File: src/design/ccrb_pkg.sv
// Package for the clock control register block.
// Holds the shared types, word indexes, reset values and small helpers.
// No dependencies.
package ccrb_pkg;

    localparam int IDX_W  = 12;  // word index taken from a 14-bit byte offset
    localparam int DIV_NW = 33;  // dividend and quotient width of the divider
    localparam int DIV_DW = 12;  // divisor width of the divider

    localparam logic [24:0] ROOT_HZ = 25'd24000000;
    localparam logic [15:0] K32_HZ  = 16'd32768;

    localparam logic [IDX_W-1:0] W_CGU0 = 12'd0;
    localparam logic [IDX_W-1:0] W_CGU1 = 12'd1;
    localparam logic [IDX_W-1:0] W_PLL  = 12'h010;
    localparam logic [IDX_W-1:0] W_SLOW = 12'h804;
    localparam logic [IDX_W-1:0] W_LOCK = 12'h06a;

    localparam logic [31:0] RST_CGU0 = 32'h0618_1813;
    localparam logic [31:0] RST_CGU1 = 32'h0000_4000;
    localparam logic [31:0] RST_PLL  = 32'h0000_8702;
    localparam logic [31:0] RST_SLOW = 32'h0000_0100;
    localparam logic [31:0] RST_LOCK = 32'h0010_0000;

    localparam logic [1:0] MODE_SYS_RD = 2'd0;
    localparam logic [1:0] MODE_SYS_WR = 2'd1;
    localparam logic [1:0] MODE_AON_RD = 2'd2;
    localparam logic [1:0] MODE_AON_WR = 2'd3;

    localparam logic [3:0] CLK_HCLK   = 4'd0;
    localparam logic [3:0] CLK_SCLK   = 4'd1;
    localparam logic [3:0] CLK_PCLK   = 4'd2;
    localparam logic [3:0] CLK_PAON   = 4'd3;
    localparam logic [3:0] CLK_TMRDIV = 4'd4;
    localparam logic [3:0] CLK_TMR0   = 4'd5;
    localparam logic [3:0] CLK_TMR1   = 4'd6;
    localparam logic [3:0] CLK_TMR2   = 4'd7;
    localparam logic [3:0] CLK_UART0  = 4'd8;
    localparam logic [3:0] CLK_UART1  = 4'd9;
    localparam logic [3:0] CLK_SPI    = 4'd10;
    localparam logic [3:0] CLK_USB    = 4'd11;
    localparam logic [3:0] CLK_ADC    = 4'd12;
    localparam logic [3:0] CLK_32K    = 4'd13;

    localparam logic KIND_READ = 1'b0;
    localparam logic KIND_FREQ = 1'b1;

    typedef enum logic [2:0] {
        OP_PLL,
        OP_HCLK,
        OP_PCLK,
        OP_PAON,
        OP_TMR,
        OP_USB,
        OP_ADC
    } op_t;

    typedef enum logic [2:0] {
        S_CLEAR,
        S_IDLE,
        S_RD,
        S_PREP,
        S_DIV_GO,
        S_DIV_WAIT,
        S_EMIT
    } state_t;

    typedef struct packed {
        logic             clr_en;
        logic [IDX_W-1:0] clr_idx;
        logic             acc_en;
        logic             prep;
        logic             div_start;
        op_t              div_op;
        logic             load_rd;
        logic             load_freq;
        logic [3:0]       emit_id;
    } cmd_t;

    typedef struct packed {
        logic is_wr;
        logic trig;
        logic div_done;
        logic out_free;
    } sts_t;

    function automatic logic [31:0] sys_reset_word(input logic [IDX_W-1:0] idx);
        logic [31:0] v;
        unique case (idx)
            W_CGU0:  v = RST_CGU0;
            W_CGU1:  v = RST_CGU1;
            W_PLL:   v = RST_PLL;
            default: v = 32'd0;
        endcase
        return v;
    endfunction

    function automatic logic [31:0] aon_reset_word(input logic [IDX_W-1:0] idx);
        logic [31:0] v;
        unique case (idx)
            W_SLOW:  v = RST_SLOW;
            W_LOCK:  v = RST_LOCK;
            default: v = 32'd0;
        endcase
        return v;
    endfunction

    // A divisor field of zero counts as one.
    function automatic logic [3:0] nz4(input logic [3:0] v);
        return (v == 4'd0) ? 4'd1 : v;
    endfunction

    function automatic logic [5:0] nz6(input logic [5:0] v);
        return (v == 6'd0) ? 6'd1 : v;
    endfunction

endpackage

File: src/design/ccrb_ctl.sv
// Controller: clearing pass, access decode, division sequence and result emission.
// Depends on ccrb_pkg.
module ccrb_ctl #(
    parameter int AON_WORDS = 4096
) (
    input  logic           clk,
    input  logic           rst_n,
    input  logic           in_valid,
    output logic           in_stall,
    input  ccrb_pkg::sts_t sts,
    output ccrb_pkg::cmd_t cmd
);

    localparam int IW = ccrb_pkg::IDX_W;

    ccrb_pkg::state_t st_reg;
    ccrb_pkg::state_t st_next;
    ccrb_pkg::op_t    op_reg;
    ccrb_pkg::op_t    op_next;
    logic [IW-1:0]    clr_reg;
    logic [IW-1:0]    clr_next;
    logic [3:0]       id_reg;
    logic [3:0]       id_next;

    always_ff @(posedge clk or negedge rst_n)
    begin
        if (!rst_n)
        begin
            st_reg  <= ccrb_pkg::S_CLEAR;
            op_reg  <= ccrb_pkg::OP_PLL;
            clr_reg <= '0;
            id_reg  <= '0;
        end
        else
        begin
            st_reg  <= st_next;
            op_reg  <= op_next;
            clr_reg <= clr_next;
            id_reg  <= id_next;
        end
    end

    always_comb
    begin
        st_next       = st_reg;
        op_next       = op_reg;
        clr_next      = clr_reg;
        id_next       = id_reg;
        in_stall      = 1'b1;
        cmd.clr_en    = 1'b0;
        cmd.clr_idx   = clr_reg;
        cmd.acc_en    = 1'b0;
        cmd.prep      = 1'b0;
        cmd.div_start = 1'b0;
        cmd.div_op    = op_reg;
        cmd.load_rd   = 1'b0;
        cmd.load_freq = 1'b0;
        cmd.emit_id   = id_reg;
        unique case (st_reg)
            ccrb_pkg::S_CLEAR:
            begin
                cmd.clr_en = 1'b1;
                clr_next   = IW'(clr_reg + 1'b1);
                if (clr_reg == IW'(AON_WORDS - 1))
                begin
                    st_next = ccrb_pkg::S_IDLE;
                end
            end
            ccrb_pkg::S_IDLE:
            begin
                in_stall   = 1'b0;
                cmd.acc_en = in_valid;
                if (in_valid)
                begin
                    if (!sts.is_wr)
                    begin
                        st_next = ccrb_pkg::S_RD;
                    end
                    else if (sts.trig)
                    begin
                        st_next = ccrb_pkg::S_PREP;
                    end
                end
            end
            ccrb_pkg::S_RD:
            begin
                if (sts.out_free)
                begin
                    cmd.load_rd = 1'b1;
                    st_next     = ccrb_pkg::S_IDLE;
                end
            end
            ccrb_pkg::S_PREP:
            begin
                cmd.prep = 1'b1;
                op_next  = ccrb_pkg::OP_PLL;
                st_next  = ccrb_pkg::S_DIV_GO;
            end
            ccrb_pkg::S_DIV_GO:
            begin
                cmd.div_start = 1'b1;
                st_next       = ccrb_pkg::S_DIV_WAIT;
            end
            ccrb_pkg::S_DIV_WAIT:
            begin
                if (sts.div_done)
                begin
                    if (op_reg == ccrb_pkg::OP_ADC)
                    begin
                        id_next = '0;
                        st_next = ccrb_pkg::S_EMIT;
                    end
                    else
                    begin
                        op_next = ccrb_pkg::op_t'(3'(op_reg + 1'b1));
                        st_next = ccrb_pkg::S_DIV_GO;
                    end
                end
            end
            ccrb_pkg::S_EMIT:
            begin
                if (sts.out_free)
                begin
                    cmd.load_freq = 1'b1;
                    id_next       = 4'(id_reg + 1'b1);
                    if (id_reg == ccrb_pkg::CLK_32K)
                    begin
                        st_next = ccrb_pkg::S_IDLE;
                    end
                end
            end
            default:
            begin
                st_next = ccrb_pkg::S_IDLE;
            end
        endcase
    end

`ifndef NO_ASSERTIONS
    a_adc_then_emit: assert property (@(posedge clk) disable iff (!rst_n)
        (st_reg == ccrb_pkg::S_DIV_WAIT && sts.div_done && op_reg == ccrb_pkg::OP_ADC)
        |=> (st_reg == ccrb_pkg::S_EMIT && id_reg == 4'd0))
        else $error("emission did not start after the last division");

    a_clear_quiet: assert property (@(posedge clk) disable iff (!rst_n)
        (st_reg == ccrb_pkg::S_CLEAR) |-> (!cmd.load_rd && !cmd.load_freq && !cmd.acc_en))
        else $error("activity during the clearing pass");

    a_last_word_ends: assert property (@(posedge clk) disable iff (!rst_n)
        (st_reg == ccrb_pkg::S_EMIT && sts.out_free && id_reg == ccrb_pkg::CLK_32K)
        |=> (st_reg == ccrb_pkg::S_IDLE))
        else $error("controller did not return to idle after the last frequency");
`endif

endmodule
File: config.mk
export PLATFORM = sky130hd
export DESIGN_NAME = ccrb_ctl
export DESIGN_NICKNAME = d
export VERILOG_FILES = /design/src/design/ccrb_pkg.sv /design/src/design/ccrb_ctl.sv
export SDC_FILE = /design/constraint.sdc
export NUM_CORES = 1
export LEC_CHECK = 0
export ABC_AREA = 1
export BUFFER_PORTS_ARGS = -buffer_cell sky130_fd_sc_hd__buf_4
export CAP_MARGIN = 25
export CORE_ASPECT_RATIO = 0.5
export CORE_MARGIN = 5
export CORE_UTILIZATION = 45
export CTS_CLUSTER_SIZE = 16
export DETAILED_ROUTE_END_ITERATION = 6
export GPL_ROUTABILITY_DRIVEN = 0
export GPL_TIMING_DRIVEN = 0
export PLACE_DENSITY = 0.69
export SLEW_MARGIN = 30
export SYNTH_ARGS = -nofsm -noshare
export SYNTH_HDL_FRONTEND = slang
export SYNTH_SLANG_ARGS = --single-unit
File: constraint.sdc
create_clock -name clk -period 1.65 [get_ports clk]
set_input_delay 0.0825 -clock clk [delete_from_list [all_inputs] [get_ports clk]]
set_output_delay 0.0825 -clock clk [all_outputs]
set_load 0.01 [all_outputs]
# ---- Yosys cells after proc, flatten, opt, wreduce, memory -nomap -nowiden
# Cells that the tools add are included.
dict set report totals {
  regBits 22
  inputBits 7
  out_inout_bits 26
  elab_cells 56
}
dict set report classes {
  add_sub_neg 3
  eq_ne 18
  muxes 25
  n_reduce_logical 6
}
# cell count
set op_table {}
lappend op_table {{2-to-1 mux 3 bit} 10}
lappend op_table {{one-hot mux 3 bit (7 select lines)} 1}
lappend op_table {{inequality test 2 bit, second input constant} 8}
lappend op_table {{adder 12 x 1 -> 12 bit, second input constant} 1}
lappend op_table {{equality test 12 bit, second input constant} 1}
lappend op_table {{equality test 3 bit, second input constant} 4}
lappend op_table {{2-to-1 mux 4 bit} 3}
lappend op_table {{2-to-1 mux 1 bit} 8}
lappend op_table {{one-hot mux 4 bit (2 select lines)} 1}
lappend op_table {{AND reduction 7 bit} 1}
lappend op_table {{equality test 3 x 2 -> 1 bit, second input constant} 2}
lappend op_table {{one-hot mux 3 bit (2 select lines)} 1}
lappend op_table {{adder 4 x 1 -> 4 bit, second input constant} 1}
lappend op_table {{equality test 4 bit, second input constant} 1}
lappend op_table {{AND reduction 4 bit} 1}
lappend op_table {{nonzero test 2 bit} 2}
lappend op_table {{adder 3 x 1 -> 3 bit, second input constant} 1}
lappend op_table {{equality test 3 x 1 -> 1 bit, second input constant} 1}
lappend op_table {{logical NOT 3 bit} 1}
lappend op_table {{inequality test 3 bit, second input constant} 1}
lappend op_table {{AND reduction 3 bit} 1}
lappend op_table {{2-to-1 mux 2 bit} 1}

# ---- Depth between registers and ports, before layout
dict set report logic_depth {
  depth_word 4
  ltp_mapped 9
  mapped_depth_nobuf 9
}

# ---- Worst setup path before layout
# OpenSTA, ideal clock, no wires.
dict set report synth_timing {
  path_kind {register to register}
  from {register id_reg[0]}
  to {register st_reg[2]}
  setup_time_ns 0.118
  arrival_ns 1.141
  t_required_ns 1.532
  path_slack_ns 0.392
  stages_incl_launch_ff 9
  path_buffers 0
  synth_period_minus_slack_ns 1.258
  cell_sequence {dfrtp_1 > ha_1 > nand3_1 > nand2_1 > nand2_1 > nor2_2 > nand3_2 > nand2_1 > nand2_1}
}
dict set report synth_between {
  elab_chain_len 3
}
# item line_no
set synth_lines {}
lappend synth_lines {{start: declaration} ccrb_ctl.sv:22} ;# logic [3:0] id_reg;
lappend synth_lines {{start signal: assignment} ccrb_ctl.sv:39} ;# id_reg <= id_next;
lappend synth_lines {{equality test 4 bit} ccrb_ctl.sv:126} ;# if (id_reg == ccrb_pkg::CLK_32K)
lappend synth_lines {{inequality test 2 bit (no line)} -}
lappend synth_lines {{AND reduction 7 bit (no line)} -}
lappend synth_lines {{end signal: assignment} ccrb_ctl.sv:29} ;# st_reg <= ccrb_pkg::S_CLEAR;
lappend synth_lines {{end signal: assignment} ccrb_ctl.sv:36} ;# st_reg <= st_next;
lappend synth_lines {{end: declaration} ccrb_ctl.sv:16} ;# ccrb_pkg::state_t st_reg;
# Every way passes these cells.
# A chain may end at the register's enable or synchronous reset.

==> metrics.md <==
| Metric | Value |
|---|---|
| Status | finished, final reports clean |
| Diode count | 0 |
| Clock-pin slew on the worst setup and hold paths | 90 ps |
| Asr flop ratio synth | between 90% and 100% |
| Pwr dens | ~650 nW/um2 |
| Gr busiest metal | met2 |
| Cells after DPL | between 200 and 250 |
| Clk_skew | 1.62 ps |
| Cell chain of the critical path | buf_4 -> inv_2 -> nor2_1 -> nand2_1 -> nor2_1 -> buf_4 |
| Setup crit end kind | output port |
| Main synth FF type | dfrtp_1 |
| Arrival time of the worst setup path | ~1400 ps |
| Critical Path Start | st_reg[0] |
| Met1 usage | 18.4% |
| Root buffer cell | clkbuf_8 |
| Worst r2r src | st_reg[2] |
| Worst R2R End | clr_reg[6] |
| Crit path time final | around 1500 ps |
| Clk_lat worst skew | around 270 ps |
| Top-area cell type share of the netlist area | 42.8% |
| PnR Total Power | 1080 uW |
| CTS tree | yes |
| Postcts setup bufs | 0 |
| Worst-path fanout max | 8 |
| CTS Buffer Depth | 2 |
| H-tree depth | 1 |
| Final period utilization | about nine tenths |
| Die Span Y | between 40 and 50 um |
| Fraction of layout cells with a size suffix above 1 | about 29% |
| Lkg Pwr | 0.000881 uW |
| GR Util met3 | about 4.0% |
| Initial antenna violation count | 0 |
| Flop-to-flop setup slack | between 200 and 250 ps |
| Vias in the first global route | 1085 |
| Hold Vio Cnt, Final | 0 |
| Crit path largest cell delay | roughly 340 ps |
| Syn_area_per_cell | 8.20 um2 |
| Path depth of the worst reg2reg path | 6 |
| Largest net degree at the start of global routing | 23 |
| TNS Setup | 0 ps |
| DR vias/cell | approximately 4.8 |
| Slowest-stage cell, CP | dfrtp_1 |
| Row cnt | 13 |
| Total CTS buffers | 3 |
| Gr usage total | between 10% and 20% |
| Synthesized cell area | 1290 um2 |
| Drt first pass iters | 4 |
| Worst path required time | around 1600 ps |
| Slew margin rel. | approximately four fifths |
| Commonest non-fill, non-tap cell in the layout | nand2_1 |
| Max reg flops | 12 |
| Kind of critical path | register to output port |
| Non-filler cells, final | 231 |
| Leading area contributor after synthesis | dfrtp_1 |
| # IOs | 33 |
| GRT met2 Usage | roughly 29% |
| Routed WL per cell | 12.3 um |
| Die ar. | around 4100 um2 |
| Dpl hpwl | 2160 um |
| Hold Crit Class | input port to register |
| Post-synth EDFFs | 0 |
| CTS sink count | 22 |
| Gr ovfl total | 0 |
| Synth Register Bits | 22 |
| Worst Max-Slew Pin Slew | ~280 ps |
| Initial DRC count | 34 |
| Syn. warnings | 0 |
| First-pass GRT wire length | roughly 4800 um |
| Startpoint Class | register |
| Fin util | between 60% and 70% |
| Area Overhead vs Synth | 28.6% |
| Antenna Violating Nets Remaining | 0 |
| CP endpoint | cmd[11] |
| I/O Buffers | 32 |
| Post-CTS resize count | 0 |
| Cell area after layout | about 1700 um2 |
| RSZ-0062 raised after global routing | no |
| Seq/Total Area, Yosys | roughly 43% |
| Most frequent cells in the layout | 44 x nand2_1, 33 x buf_4, 22 x dfrtp_1 |
| Final setup viols | 0 |
| Post-Syn Instances | ~160 |
| Max Cap Viol | 0 |
| Post-Route WL | about 2800 um |
| Residual DRC count | 0 |
| Fmax | just under 700 MHz |
| Core area | roughly 2700 um2 |
| Yosys cell types | 24 |
| Placed cell area | around 1600 um2 |
| Fin. max-slew vios | 0 |
| Chip width | 85.6 um |
| Worst vdd ir | 0.000485 V |
| Syn nets | around 170 |
| Nets | a little over 200 |
| Via count | ~1100 |
| Synth area leaders | dfrtp_1 43%, nand2_1 13%, nand3_1 5.8% |
| Initial Util | between 40% and 50% |
==> per-layer routing <==
| metal | up-vias | share of wire, % |
|---|---|---|
| li1 | 571 | - |
| met1 | 519 | 48 |
| met2 | 21 | 47 |
| met3 | 4 | 4.1 |
| met4 | 0 | 1.3 |
| met5 | - | 0 |
==> stage by stage <==
stage	hold slack (ps)	setup slack, ps
floorplan	-213	392
global placement	-13.9	306
detailed placement	-10.2	264
CTS	143	175
global route	174	73.9
finish	145	182
==> critical path: cells and delay by family (launching register included) <==
kind / cells / cell delay [ps]
flip-flops: 1 / 340
AND/OR/NAND/NOR: 3 / 440
buffers and inverters: 3 / 350
==> logic make-up after synthesis <==
family | share of synthesized area, %
AOI/OAI and AO/OA | 4.57
xor gates and xnor gates | 8.84
adders and majority gates | 4.86
buffers and inverters | 6.71
DFF | 42.8
and+or+nand+nor | 32.3
==> area by class of cell <==
type | count | area (um2)
sequential | 22 | 551
clock buffer | 3 | 41.3
fill | 237 | 1010
timing repair buffer | 33 | 250
buffer | 1 | 7.51
multi-input combinational | 113 | 651
tap | 37 | 46.3
inverter | 21 | 78.8
clock inverter | 1 | 30.0
==> synthesized netlist by cell type, types with 4 or more instances <==
master,n
nand3_1,15
inv_1,14
nand2_1,44
dfrtp_1,22
xor2_1,5
inv_2,7
nand4_1,6
ha_1,5
xnor2_1,8
nor2_2,4
nor2_1,9
o21ai_0,4
==> report_power, final <==
group | switching (uW) | total [uW] | internal, uW
sequential | 0 | 539 | 539
clock | 191 | 516 | 324
combinational | 15.1 | 26.4 | 11.3
total | 206 | 1080 | 874
==> worst min-delay path by stage <==
| stage | depth (start not counted) | start | end | slack (ps) |
|---|---|---|---|---|
| 2_1_floorplan | 0 | rst_n | clr_reg[0] | -210 |
| 3_3_place_gp | 1 | rst_n | clr_reg[7] | -10 |
| 3_5_place_dp | 1 | rst_n | clr_reg[7] | -10 |
| 4_1_cts | 3 | sts[0] | id_reg[1] | 140 |
| 5_1_grt | 3 | sts[0] | id_reg[1] | 170 |
| 6_report | 3 | sts[0] | id_reg[1] | 150 |
==> repair_timing <==
| item | in CTS | in global routing |
|---|---|---|
| endpoints found under the setup margin | 0 | 0 |
| endpoints found under the hold margin | 22 | 0 |
| hold buffers | 1 | 0 |
Note: power is estimated with default switching activity, not from simulation.
